## config.mk

```make
export PLATFORM = sky130hd
export DESIGN_NAME = encoder_window_speed_estimator_flat
export DESIGN_NICKNAME = d
export VERILOG_FILES = /design/src/rtl/ewse_pkg.sv /design/src/rtl/ewse_if.sv /design/src/rtl/encoder_window_speed_estimator.sv /design/src/rtl/ewse_ram.sv /design/src/flat_wrapper.sv
export SDC_FILE = /design/constraint.sdc
export NUM_CORES = 2
export LEC_CHECK = 0
export BUFFER_PORTS_ARGS = -buffer_cell sky130_fd_sc_hd__buf_4
export CAP_MARGIN = 20
export CORE_MARGIN = 2
export CORE_UTILIZATION = 40
export DETAILED_ROUTE_END_ITERATION = 10
export SKIP_CTS_REPAIR_TIMING = 1
export SYNTH_ARGS = -nofsm -noshare
export SYNTH_HDL_FRONTEND = slang
export SYNTH_HIERARCHICAL = 1
export SYNTH_SLANG_ARGS = --single-unit
```

## constraint.sdc

```tcl
create_clock -name clk -period 25.5 [get_ports clk]
set_input_delay 2.55 -clock clk [delete_from_list [all_inputs] [get_ports clk]]
set_output_delay 2.55 -clock clk [all_outputs]
set_load 0.05 [all_outputs]
```

## src/rtl/ewse_pkg.sv

```systemverilog
// ----------------------------------------------------------------------------
// ewse_pkg
// Shared constants for the encoder window speed estimator: ring geometry,
// datapath widths, register indexes, operation codes, reset values and saturation limits.
// ----------------------------------------------------------------------------
`default_nettype none

package ewse_pkg;

	// ring geometry
	localparam int RING_DEPTH = 16;
	localparam int IDX_W      = (RING_DEPTH > 1) ? $clog2(RING_DEPTH) : 1;

	// datapath widths
	localparam int DATA_W    = 32;
	localparam int TICK_W    = 16;
	localparam int ALU_W     = DATA_W + 2;
	localparam int PROD_W    = 2 * DATA_W;
	localparam int DIV_CNT_W = $clog2(DATA_W);

	// configuration port
	localparam int CFG_IDX_W  = 2;
	localparam int CFG_DATA_W = 32;

	localparam logic [CFG_IDX_W-1:0] REG_MIN_TICKS   = CFG_IDX_W'(0);
	localparam logic [CFG_IDX_W-1:0] REG_SPEED_SCALE = CFG_IDX_W'(1);

	localparam logic [TICK_W-1:0] MIN_TICKS_RST   = TICK_W'(4);
	localparam logic [DATA_W-1:0] SPEED_SCALE_RST = DATA_W'(411774832);

	// item operation codes
	localparam logic OP_RECORD  = 1'b0;
	localparam logic OP_COMPUTE = 1'b1;

	// saturation limits of the signed Q16.16 speed
	localparam logic [DATA_W-1:0] SPEED_MAX = {1'b0, {(DATA_W-1){1'b1}}};
	localparam logic [DATA_W-1:0] SPEED_MIN = {1'b1, {(DATA_W-1){1'b0}}};

endpackage

`default_nettype wire

```

## src/rtl/ewse_if.sv

```systemverilog
// ----------------------------------------------------------------------------
// ewse interfaces
// Valid/ready channels of the estimator: command items in, speed items out.
// ----------------------------------------------------------------------------
`default_nettype none

// command item: record a sample or ask for a speed estimate
interface ewse_cmd_if import ewse_pkg::*; ();
	logic                     valid;
	logic                     ready;
	logic                     op;
	logic signed [DATA_W-1:0] position;
	logic        [DATA_W-1:0] time_ms;

	modport source (output valid, op, position, time_ms, input ready);
	modport sink   (input valid, op, position, time_ms, output ready);
endinterface

// speed item
interface ewse_est_if import ewse_pkg::*; ();
	logic                     valid;
	logic                     ready;
	logic signed [DATA_W-1:0] speed;
	logic                     zero_interval;
	logic                     saturated;

	modport source (output valid, speed, zero_interval, saturated, input ready);
	modport sink   (input valid, speed, zero_interval, saturated, output ready);
endinterface

`default_nettype wire

```

## src/rtl/encoder_window_speed_estimator.sv

```systemverilog
// Record item: written to the ring when accepted; the input stays ready for the next item.
// Compute item: reads the newest sample, scans the ring for a reference, then forms ticks,
// dt, product and quotient; a zero interval skips multiply and divide, and a quotient of
// 2^32 or more skips the divide. Scan length comes from the one ring read port, the 32
// divide steps from the shared subtractor; input is ready again once the speed item is loaded,
// later if an earlier speed item is still held. Reset clears the entry valid bits at once.
// ----------------------------------------------------------------------------
// encoder_window_speed_estimator
// Ring of encoder samples with an adaptive reference search and a serial
// Q16.16 speed divide built around one shared subtractor.
// ----------------------------------------------------------------------------
`default_nettype none

module encoder_window_speed_estimator import ewse_pkg::*; (
	input  wire logic                  clk,
	input  wire logic                  arst_n,
	input  wire logic                  cfg_we,
	input  wire logic [CFG_IDX_W-1:0]  cfg_index,
	input  wire logic [CFG_DATA_W-1:0] cfg_data,
	ewse_cmd_if.sink                   cmd,
	ewse_est_if.source                 est
);

	typedef enum logic [9:0] {
		ST_IDLE   = 10'b00_0000_0001,
		ST_RDCUR  = 10'b00_0000_0010,
		ST_SCAN   = 10'b00_0000_0100,
		ST_RDREF  = 10'b00_0000_1000,
		ST_TICKS  = 10'b00_0001_0000,
		ST_DT     = 10'b00_0010_0000,
		ST_MUL    = 10'b00_0100_0000,
		ST_DIVCHK = 10'b00_1000_0000,
		ST_DIV    = 10'b01_0000_0000,
		ST_DONE   = 10'b10_0000_0000
	} state_t;

	state_t state_q;

	logic [TICK_W-1:0] min_ticks_q;
	logic [DATA_W-1:0] scale_q;

	logic [IDX_W-1:0]      newest_q, idx_q, ref_q, newest_nxt, raddr, raddr_s1;
	logic [RING_DEPTH-1:0] vld_q;
	logic                  cmd_fire, ram_we;
	logic [2*DATA_W-1:0]   ram_rdata;
	logic [DATA_W-1:0]     ent_pos, ent_time;

	logic [ALU_W-1:0] alu_a, alu_b, alu_res, alu_abs;
	logic             alu_neg, scan_hit;

	logic [DATA_W-1:0]    pcur_q, tcur_q, tref_q, mag_q, dt_q, rem_q, lo_q;
	logic                 neg_q, zero_q, presat_q;
	logic [PROD_W-1:0]    prod_q;
	logic [DIV_CNT_W-1:0] cnt_q;

	logic [DATA_W-1:0] res_speed;
	logic              res_sat, res_load;

	logic [DATA_W-1:0] est_speed_q;
	logic              est_vld_q, est_zero_q, est_sat_q;

	assign cmd_fire   = cmd.valid && cmd.ready;
	assign cmd.ready  = (state_q == ST_IDLE);
	assign newest_nxt = (newest_q == IDX_W'(RING_DEPTH - 1)) ? '0 : newest_q + 1'b1;
	assign ram_we     = cmd_fire && (cmd.op == OP_RECORD);

	// configuration registers
	always_ff @(posedge clk or negedge arst_n) begin
		if (!arst_n) begin
			min_ticks_q <= MIN_TICKS_RST;
			scale_q     <= SPEED_SCALE_RST;
		end else if (cfg_we) begin
			if (cfg_index == REG_MIN_TICKS) begin
				min_ticks_q <= cfg_data[TICK_W-1:0];
			end else if (cfg_index == REG_SPEED_SCALE) begin
				scale_q <= cfg_data[DATA_W-1:0];
			end
		end
	end

	// sample ring: position in the upper half, timestamp in the lower
	ewse_ram #(
		.WIDTH (2 * DATA_W),
		.DEPTH (RING_DEPTH)
	) u_ring (
		.clk   (clk),
		.we    (ram_we),
		.waddr (newest_nxt),
		.wdata ({cmd.position, cmd.time_ms}),
		.raddr (raddr),
		.rdata (ram_rdata)
	);

	// read address per state
	always_comb begin
		unique case (state_q)
			ST_IDLE:  raddr = newest_q;
			ST_SCAN:  raddr = idx_q + 1'b1;
			ST_RDREF: raddr = ref_q;
			default:  raddr = '0;
		endcase
	end

	always_ff @(posedge clk) begin
		raddr_s1 <= raddr;
	end

	// unwritten entries read as position zero with their index as timestamp
	assign ent_pos  = vld_q[raddr_s1] ? ram_rdata[2*DATA_W-1:DATA_W] : '0;
	assign ent_time = vld_q[raddr_s1] ? ram_rdata[DATA_W-1:0] : DATA_W'(raddr_s1);

	// newest index and entry valid bits
	always_ff @(posedge clk or negedge arst_n) begin
		if (!arst_n) begin
			newest_q <= '0;
			vld_q    <= '0;
		end else if (ram_we) begin
			newest_q           <= newest_nxt;
			vld_q[newest_nxt]  <= 1'b1;
		end
	end

	// shared subtractor: scan distance, ticks, dt, quotient range check, divide steps
	always_comb begin
		unique case (state_q)
			ST_SCAN: begin
				alu_a = {{(ALU_W-DATA_W){ent_pos[DATA_W-1]}}, ent_pos};
				alu_b = {{(ALU_W-DATA_W){pcur_q[DATA_W-1]}}, pcur_q};
			end
			ST_TICKS: begin
				alu_a = {{(ALU_W-DATA_W){pcur_q[DATA_W-1]}}, pcur_q};
				alu_b = {{(ALU_W-DATA_W){ent_pos[DATA_W-1]}}, ent_pos};
			end
			ST_DT: begin
				alu_a = ALU_W'(tcur_q);
				alu_b = ALU_W'(tref_q);
			end
			ST_DIVCHK: begin
				alu_a = ALU_W'(prod_q[PROD_W-1:DATA_W]);
				alu_b = ALU_W'(dt_q);
			end
			ST_DIV: begin
				alu_a = ALU_W'({rem_q, lo_q[DATA_W-1]});
				alu_b = ALU_W'(dt_q);
			end
			default: begin
				alu_a = '0;
				alu_b = '0;
			end
		endcase
	end

	assign alu_res  = alu_a - alu_b;
	assign alu_neg  = alu_res[ALU_W-1];
	assign alu_abs  = alu_neg ? ALU_W'('0 - alu_res) : alu_res;
	assign scan_hit = (alu_abs >= ALU_W'(min_ticks_q));

	// result formatting
	always_comb begin
		res_sat = !zero_q && (presat_q ||
			(lo_q[DATA_W-1] && (!neg_q || (|lo_q[DATA_W-2:0]))));
		if (zero_q) begin
			res_speed = '0;
		end else if (res_sat) begin
			res_speed = neg_q ? SPEED_MIN : SPEED_MAX;
		end else begin
			res_speed = neg_q ? DATA_W'('0 - lo_q) : lo_q;
		end
	end

	assign res_load = (state_q == ST_DONE) && (!est_vld_q || est.ready);

	// sequencer
	always_ff @(posedge clk or negedge arst_n) begin
		if (!arst_n) begin
			state_q <= ST_IDLE;
			idx_q   <= '0;
			ref_q   <= '0;
			cnt_q   <= '0;
		end else begin
			unique case (state_q)
				ST_IDLE: begin
					if (cmd_fire && (cmd.op == OP_COMPUTE)) begin
						state_q <= ST_RDCUR;
					end
				end
				ST_RDCUR: begin
					idx_q   <= '0;
					ref_q   <= newest_nxt;
					state_q <= ST_SCAN;
				end
				ST_SCAN: begin
					if (scan_hit) begin
						ref_q   <= idx_q;
						state_q <= ST_RDREF;
					end else if (idx_q == IDX_W'(RING_DEPTH - 1)) begin
						state_q <= ST_RDREF;
					end else begin
						idx_q <= idx_q + 1'b1;
					end
				end
				ST_RDREF:  state_q <= ST_TICKS;
				ST_TICKS:  state_q <= ST_DT;
				ST_DT: begin
					state_q <= (alu_res[DATA_W-1:0] == '0) ? ST_DONE : ST_MUL;
				end
				ST_MUL:    state_q <= ST_DIVCHK;
				ST_DIVCHK: begin
					cnt_q   <= '0;
					state_q <= alu_neg ? ST_DIV : ST_DONE;
				end
				ST_DIV: begin
					cnt_q <= cnt_q + 1'b1;
					if (cnt_q == DIV_CNT_W'(DATA_W - 1)) begin
						state_q <= ST_DONE;
					end
				end
				ST_DONE: begin
					if (res_load) begin
						state_q <= ST_IDLE;
					end
				end
				default: state_q <= ST_IDLE;
			endcase
		end
	end

	// datapath registers
	always_ff @(posedge clk) begin
		unique case (state_q)
			ST_RDCUR: begin
				pcur_q <= ent_pos;
				tcur_q <= ent_time;
			end
			ST_TICKS: begin
				tref_q <= ent_time;
				mag_q  <= alu_abs[DATA_W-1:0];
				neg_q  <= alu_neg;
			end
			ST_DT: begin
				dt_q   <= alu_res[DATA_W-1:0];
				zero_q <= (alu_res[DATA_W-1:0] == '0);
			end
			ST_MUL: begin
				prod_q <= PROD_W'(mag_q) * PROD_W'(scale_q);
			end
			ST_DIVCHK: begin
				// quotient of 2^32 or more cannot fit
				presat_q <= !alu_neg;
				rem_q    <= prod_q[PROD_W-1:DATA_W];
				lo_q     <= prod_q[DATA_W-1:0];
			end
			ST_DIV: begin
				// restoring step: one quotient bit shifts in per cycle
				rem_q <= alu_neg ? {rem_q[DATA_W-2:0], lo_q[DATA_W-1]}
					: alu_res[DATA_W-1:0];
				lo_q  <= {lo_q[DATA_W-2:0], !alu_neg};
			end
			default: begin
			end
		endcase
	end

	// output register
	always_ff @(posedge clk or negedge arst_n) begin
		if (!arst_n) begin
			est_vld_q <= 1'b0;
		end else if (res_load) begin
			est_vld_q <= 1'b1;
		end else if (est.ready) begin
			est_vld_q <= 1'b0;
		end
	end

	always_ff @(posedge clk) begin
		if (res_load) begin
			est_speed_q <= res_speed;
			est_zero_q  <= zero_q;
			est_sat_q   <= res_sat;
		end
	end

	assign est.valid         = est_vld_q;
	assign est.speed         = est_speed_q;
	assign est.zero_interval = est_zero_q;
	assign est.saturated     = est_sat_q;

	// checks
	a_compute_starts: assert property (@(posedge clk) disable iff (!arst_n)
		cmd_fire && (cmd.op == OP_COMPUTE) |=> state_q == ST_RDCUR)
		else $error("compute item did not start the ring read");

	a_record_advances: assert property (@(posedge clk) disable iff (!arst_n)
		cmd_fire && (cmd.op == OP_RECORD) |=> newest_q != $past(newest_q))
		else $error("record item did not advance the newest index");

	a_zero_speed: assert property (@(posedge clk) disable iff (!arst_n)
		est_vld_q && est_zero_q |-> (est_speed_q == '0) && !est_sat_q)
		else $error("zero interval with nonzero speed or saturation");

	a_div_bounded: assert property (@(posedge clk) disable iff (!arst_n)
		state_q == ST_DIV |-> rem_q < dt_q)
		else $error("divider remainder out of range");

	a_load_when_free: assert property (@(posedge clk) disable iff (!arst_n)
		res_load |-> !est_vld_q || est.ready)
		else $error("speed item overwritten before it was taken");

endmodule

`default_nettype wire

```

## src/rtl/ewse_ram.sv

```systemverilog
// ----------------------------------------------------------------------------
// ewse_ram
// Generic single-write, single-read RAM with registered read data.
// ----------------------------------------------------------------------------
`default_nettype none

module ewse_ram #(
	parameter int WIDTH = 64,
	parameter int DEPTH = 16,
	localparam int AW   = (DEPTH > 1) ? $clog2(DEPTH) : 1
) (
	input  wire logic             clk,
	input  wire logic             we,
	input  wire logic [AW-1:0]    waddr,
	input  wire logic [WIDTH-1:0] wdata,
	input  wire logic [AW-1:0]    raddr,
	output logic      [WIDTH-1:0] rdata
);

	logic [WIDTH-1:0] mem_q [DEPTH];

	// write port
	always_ff @(posedge clk) begin
		if (we) begin
			mem_q[waddr] <= wdata;
		end
	end

	// registered read port
	always_ff @(posedge clk) begin
		rdata <= mem_q[raddr];
	end

endmodule

`default_nettype wire
```

## src/flat_wrapper.sv

```systemverilog
// flat-port wrapper written by rule: the top's interface ports become plain ports
module encoder_window_speed_estimator_flat import ewse_pkg::*;
  (clk, arst_n, cfg_we, cfg_index, cfg_data, cmd_valid, cmd_op, cmd_position, cmd_time_ms, cmd_ready, est_valid, est_speed, est_zero_interval, est_saturated, est_ready);
  ewse_cmd_if cmd_i ();
  ewse_est_if est_i ();
  input  wire logic clk;
  input  wire logic arst_n;
  input  wire logic cfg_we;
  input  wire logic [CFG_IDX_W-1:0] cfg_index;
  input  wire logic [CFG_DATA_W-1:0] cfg_data;
  input wire logic [$bits(cmd_i.valid)-1:0] cmd_valid;
  input wire logic [$bits(cmd_i.op)-1:0] cmd_op;
  input wire logic [$bits(cmd_i.position)-1:0] cmd_position;
  input wire logic [$bits(cmd_i.time_ms)-1:0] cmd_time_ms;
  output wire logic [$bits(cmd_i.ready)-1:0] cmd_ready;
  output wire logic [$bits(est_i.valid)-1:0] est_valid;
  output wire logic [$bits(est_i.speed)-1:0] est_speed;
  output wire logic [$bits(est_i.zero_interval)-1:0] est_zero_interval;
  output wire logic [$bits(est_i.saturated)-1:0] est_saturated;
  input wire logic [$bits(est_i.ready)-1:0] est_ready;
  assign cmd_i.valid = cmd_valid;
  assign cmd_i.op = cmd_op;
  assign cmd_i.position = cmd_position;
  assign cmd_i.time_ms = cmd_time_ms;
  assign cmd_ready = cmd_i.ready;
  assign est_valid = est_i.valid;
  assign est_speed = est_i.speed;
  assign est_zero_interval = est_i.zero_interval;
  assign est_saturated = est_i.saturated;
  assign est_i.ready = est_ready;
  encoder_window_speed_estimator u_core (.clk(clk), .arst_n(arst_n), .cfg_we(cfg_we), .cfg_index(cfg_index), .cfg_data(cfg_data), .cmd(cmd_i), .est(est_i));
endmodule
```

==> reports/summary.log <==
qor: outcome.run_status complete, no violations
qor: critical_path.critical_path.max_fanout 68
qor: layout.sequential_cell_area 0.04420 sq mm
qor: timing.maxClockFrequency 0.08973 GHz
qor: grt.grt_start_max_net_pins 105
qor: layout.filler_cell_count 20.88k
qor: yosys.synthesis.yosys.warnings 6
qor: placement.post-dp-hpwl 164,300 um
qor: timing.timing_max_transition_violations_final 0
qor: critical_path.worst_setup_path_end_kind flop
qor: yosys.netlist_instances 7,243
qor: detailed_routing.firstDrtPassIters 5
qor: job.maxCapViolCount 0
qor: critical_path.crit_path_max_incr_delay 0.73 ns
qor: yosys.synth-seq-cells 1,509
qor: yosys.postSynthAreaPerCell 12.89 sq um
qor: timing.finalSetupViolCount 0
qor: grt.globalRouteTotalUtil 0.2081
qor: clock_tree.tritoncts_buffers 158
qor: yosys.post_synth_instance_area 0.09335 sq mm
qor: clock_tree.htree_num_levels 4
qor: die.design.die.area 0.2373 sq mm
qor: layout.registers.top_by_ff_count u_core/u_ring/mem_q
qor: clock_tree.clock_insertion_delay_worst_skew 0.83 ns
qor: critical_path.cp_common_cell buf_4
qor: critical_path.cp_max_stage_cell buf_4
qor: timing.tightest_slew 1.135 ns
qor: timing.timing.final.crit_share 0.4370
qor: yosys.seq_area_frac_synth 0.4734
qor: layout.layout_commonest_cell edfxtp_1
qor: yosys.share_of_flip_flops_with_an_asynchronous_set_or_reset 0.06097
qor: die.start_util 0.4018
qor: detailed_routing.drc_errors_left 0
qor: placement.numPlacedInstances 10.16k
qor: grt.grt_pass1_wl 375,400 um
qor: timing.final_critical_delay_including_setup_and_external_delays 11.14 ns
qor: layout.top_regs u_core/u_ring/mem_q (1024), u_core/prod_q (64), u_core/u_ring/rdata (64)
qor: yosys.syn-num-nets 8,565
qor: critical_path.critPathArrivalTime 11.81 ns
qor: timing.setup_repair_after_global_routing_missed_its_margin no
qor: layout.syn2layout_area_growth 10.63%
qor: clock_tree.root_buf_cell clkbuf_16
qor: layout.layout_nets 8,604
qor: worst_hold_path.worst_hold_path_type reg2reg
qor: detailed_routing.wire_per_inst 23.40 um
qor: clock_tree.cts.clk_slew.worst_paths 0.06 ns
qor: die.die_h 487.1 um
qor: detailed_routing.vias 57.55k
qor: yosys.most_used_flip_flop_cell_after_synthesis edfxtp_1
qor: layout.mostFrequentLayoutCells edfxtp_1 (1,349), nand2_1 (1,125), inv_1 (1,016)
qor: critical_path.cp.buffers_inverters 5
qor: clock_tree.tritoncts yes
qor: critical_path.worst_setup_path_start_kind flop
qor: critical_path.crit_required 26.17 ns
qor: layout.multi_input_area 0.04396 sq mm
qor: yosys.synth_enable_flop_cells 1,349
qor: critical_path.cell_family_with_the_largest_share_of_critical_path_delay buffers and inverters
qor: grt.first_global_vias 60.38k
qor: timing.slew_headroom 0.2352
qor: detailed_routing.dr.first_iter.drc_count 4,696
qor: die.core_area 0.2323 sq mm
qor: layout.share_of_layout_cells_above_drive_strength_1 0.1178
qor: timing.skew 0.08681 ns
qor: grt.globalRouteOverflowTotal 0
qor: clock_tree.tritoncts_num_sinks 1,509
qor: clock_tree.clock_tree.buffer_depth 3
qor: placement.gpl.final_weighted_congestion 0.8780
qor: grt.grt_antenna_before_repair 24
qor: yosys.synthDistinctLibCells 93
qor: die.std_cell_rows 177
qor: critical_path.path_class reg2reg
qor: detailed_routing.routed_wirelength 244,900 um
qor: timing.final_hold_violating_endpoints 0
qor: detailed_routing.antenna_violating_nets_remaining 0
qor: layout.flip_flop_count_of_the_largest_register_all_copies_and_words_added 1,024
qor: layout.post_layout_cell_count 10.47k
qor: detailed_routing.vias_per_cell 5.498
qor: die.ios 140
qor: die.chipWidth 487.1 um
qor: placement.io_buffers 139
qor: timing.fin_setup_tns 0 ns
## through the flow
stage	utilization	worst slack, ns	hold WS [ns]	cell area, sq um
3_3_place_gp	0.4208	14.48	0.4334	97770
5_1_grt	0.4445	13.63	0.4627	103300
2_1_floorplan	-	15.62	0.4226	93350
3_5_place_dp	0.4210	14.40	0.4414	97810
4_1_cts	0.4443	14.39	0.4537	103200
6_report	0.4446	14.36	0.4568	103300
## worst register-to-register path: cells and delay by family, from the launching register on
family / cells / cell delay [ns]
AO/OA/AOI/OAI: 12 / 3.05
flip-flops: 1 / 0.43
XOR/XNOR: 2 / 0.39
AND/OR/NAND/NOR: 9 / 2.95
adder cells (fa/ha/maj): 2 / 0.75
buffers and inverters: 5 / 3.06
multiplexers: 1 / 0.38
## cells in the mapped netlist, drive strengths merged (21+ instances only)
library cell  count  area (sq um)
xor2             37         324.1
o31ai            27         202.7
dfrtp            76          1902
a221oi           56         490.5
ha              321          4016
edfxtp         1349         40510
inv            1020          3829
nand2b           25         156.4
buf              70         417.9
clkbuf          316          1186
nor3             40         205.2
a31oi            22         143.9
and2            321          2008
nand3            44         220.2
nor2            118         442.9
o21a             21         157.7
dfxtp            68          1361
nand2          1125          4223
a22o             53         464.2
mux4            260          5856
a21o             78         585.6
mux2             38         431.7
fa              897         17960
xnor2            74         648.1
mux2i            29         290.3
o21ai           166         838.3
a22oi           154          1156
a21oi           137         689.4
## area by class of cell
cell class,count,share of cell area
flip-flops and latches,1509,0.4280
multi-input cells,4327,0.4256
clock buffers,208,0.04089
well taps,3043,0.03687
diodes,6,0.0001454
clock inverters,88,0.01149
inverters,1021,0.03719
repair buffers,265,0.01982
## cell families after synthesis
logic type               Yosys count  synth area share
AO/OA/AOI/OAI                    845           0.06278
XOR/XNOR                         111           0.01041
adder cells (fa/ha/maj)         1218            0.2354
buffers and inverters           1407           0.05823
flip-flops                      1509            0.4734
multiplexers                     327           0.07046
AND/OR/NAND/NOR                 1826           0.08936
## worst paths after layout
| path | startpoint | endpoint | slack [ns] | depth (start not counted) |
|---|---|---|---|---|
| setup / recovery | u_core/state_q[6]$_DFFE_PN0P_ | u_core/idx_q[2]$_DFFE_PN0P_ | 14.36 | 31 |
| hold / removal | u_core/vld_q[0]$_DFFE_PN0P_ | u_core/vld_q[0]$_DFFE_PN0P_ | 0.46 | 1 |
| setup reg to reg | u_core/state_q[6]$_DFFE_PN0P_ | u_core/idx_q[2]$_DFFE_PN0P_ | 14.36 | 31 |
| hold reg to reg | u_core/vld_q[0]$_DFFE_PN0P_ | u_core/vld_q[0]$_DFFE_PN0P_ | 0.46 | 1 |
| max in group asynchronous | arst_n | u_core/vld_q[9]$_DFFE_PN0P_ | 22.42 | 2 |
| min in group asynchronous | arst_n | u_core/scale_q[26]$_DFFE_PN0P_ | 1.73 | 1 |
## layer usage
metal / vias up / share of wire / track usage / routed length [um]
li1: 24860 / - / - / -
met3: 399 / 0.063 / 0.03506 / 15380
met4: 20 / 0.028 / 0.05626 / 6759
met5: - / 0.00051 / 0 / 126
met1: 30420 / 0.42 / 0.2797 / 102900
met2: 1852 / 0.49 / 0.3491 / 119800
Power is left out: the tool's default activity adds up to more than one toggle a clock period on the data nets, which glitch-free logic cannot reach.
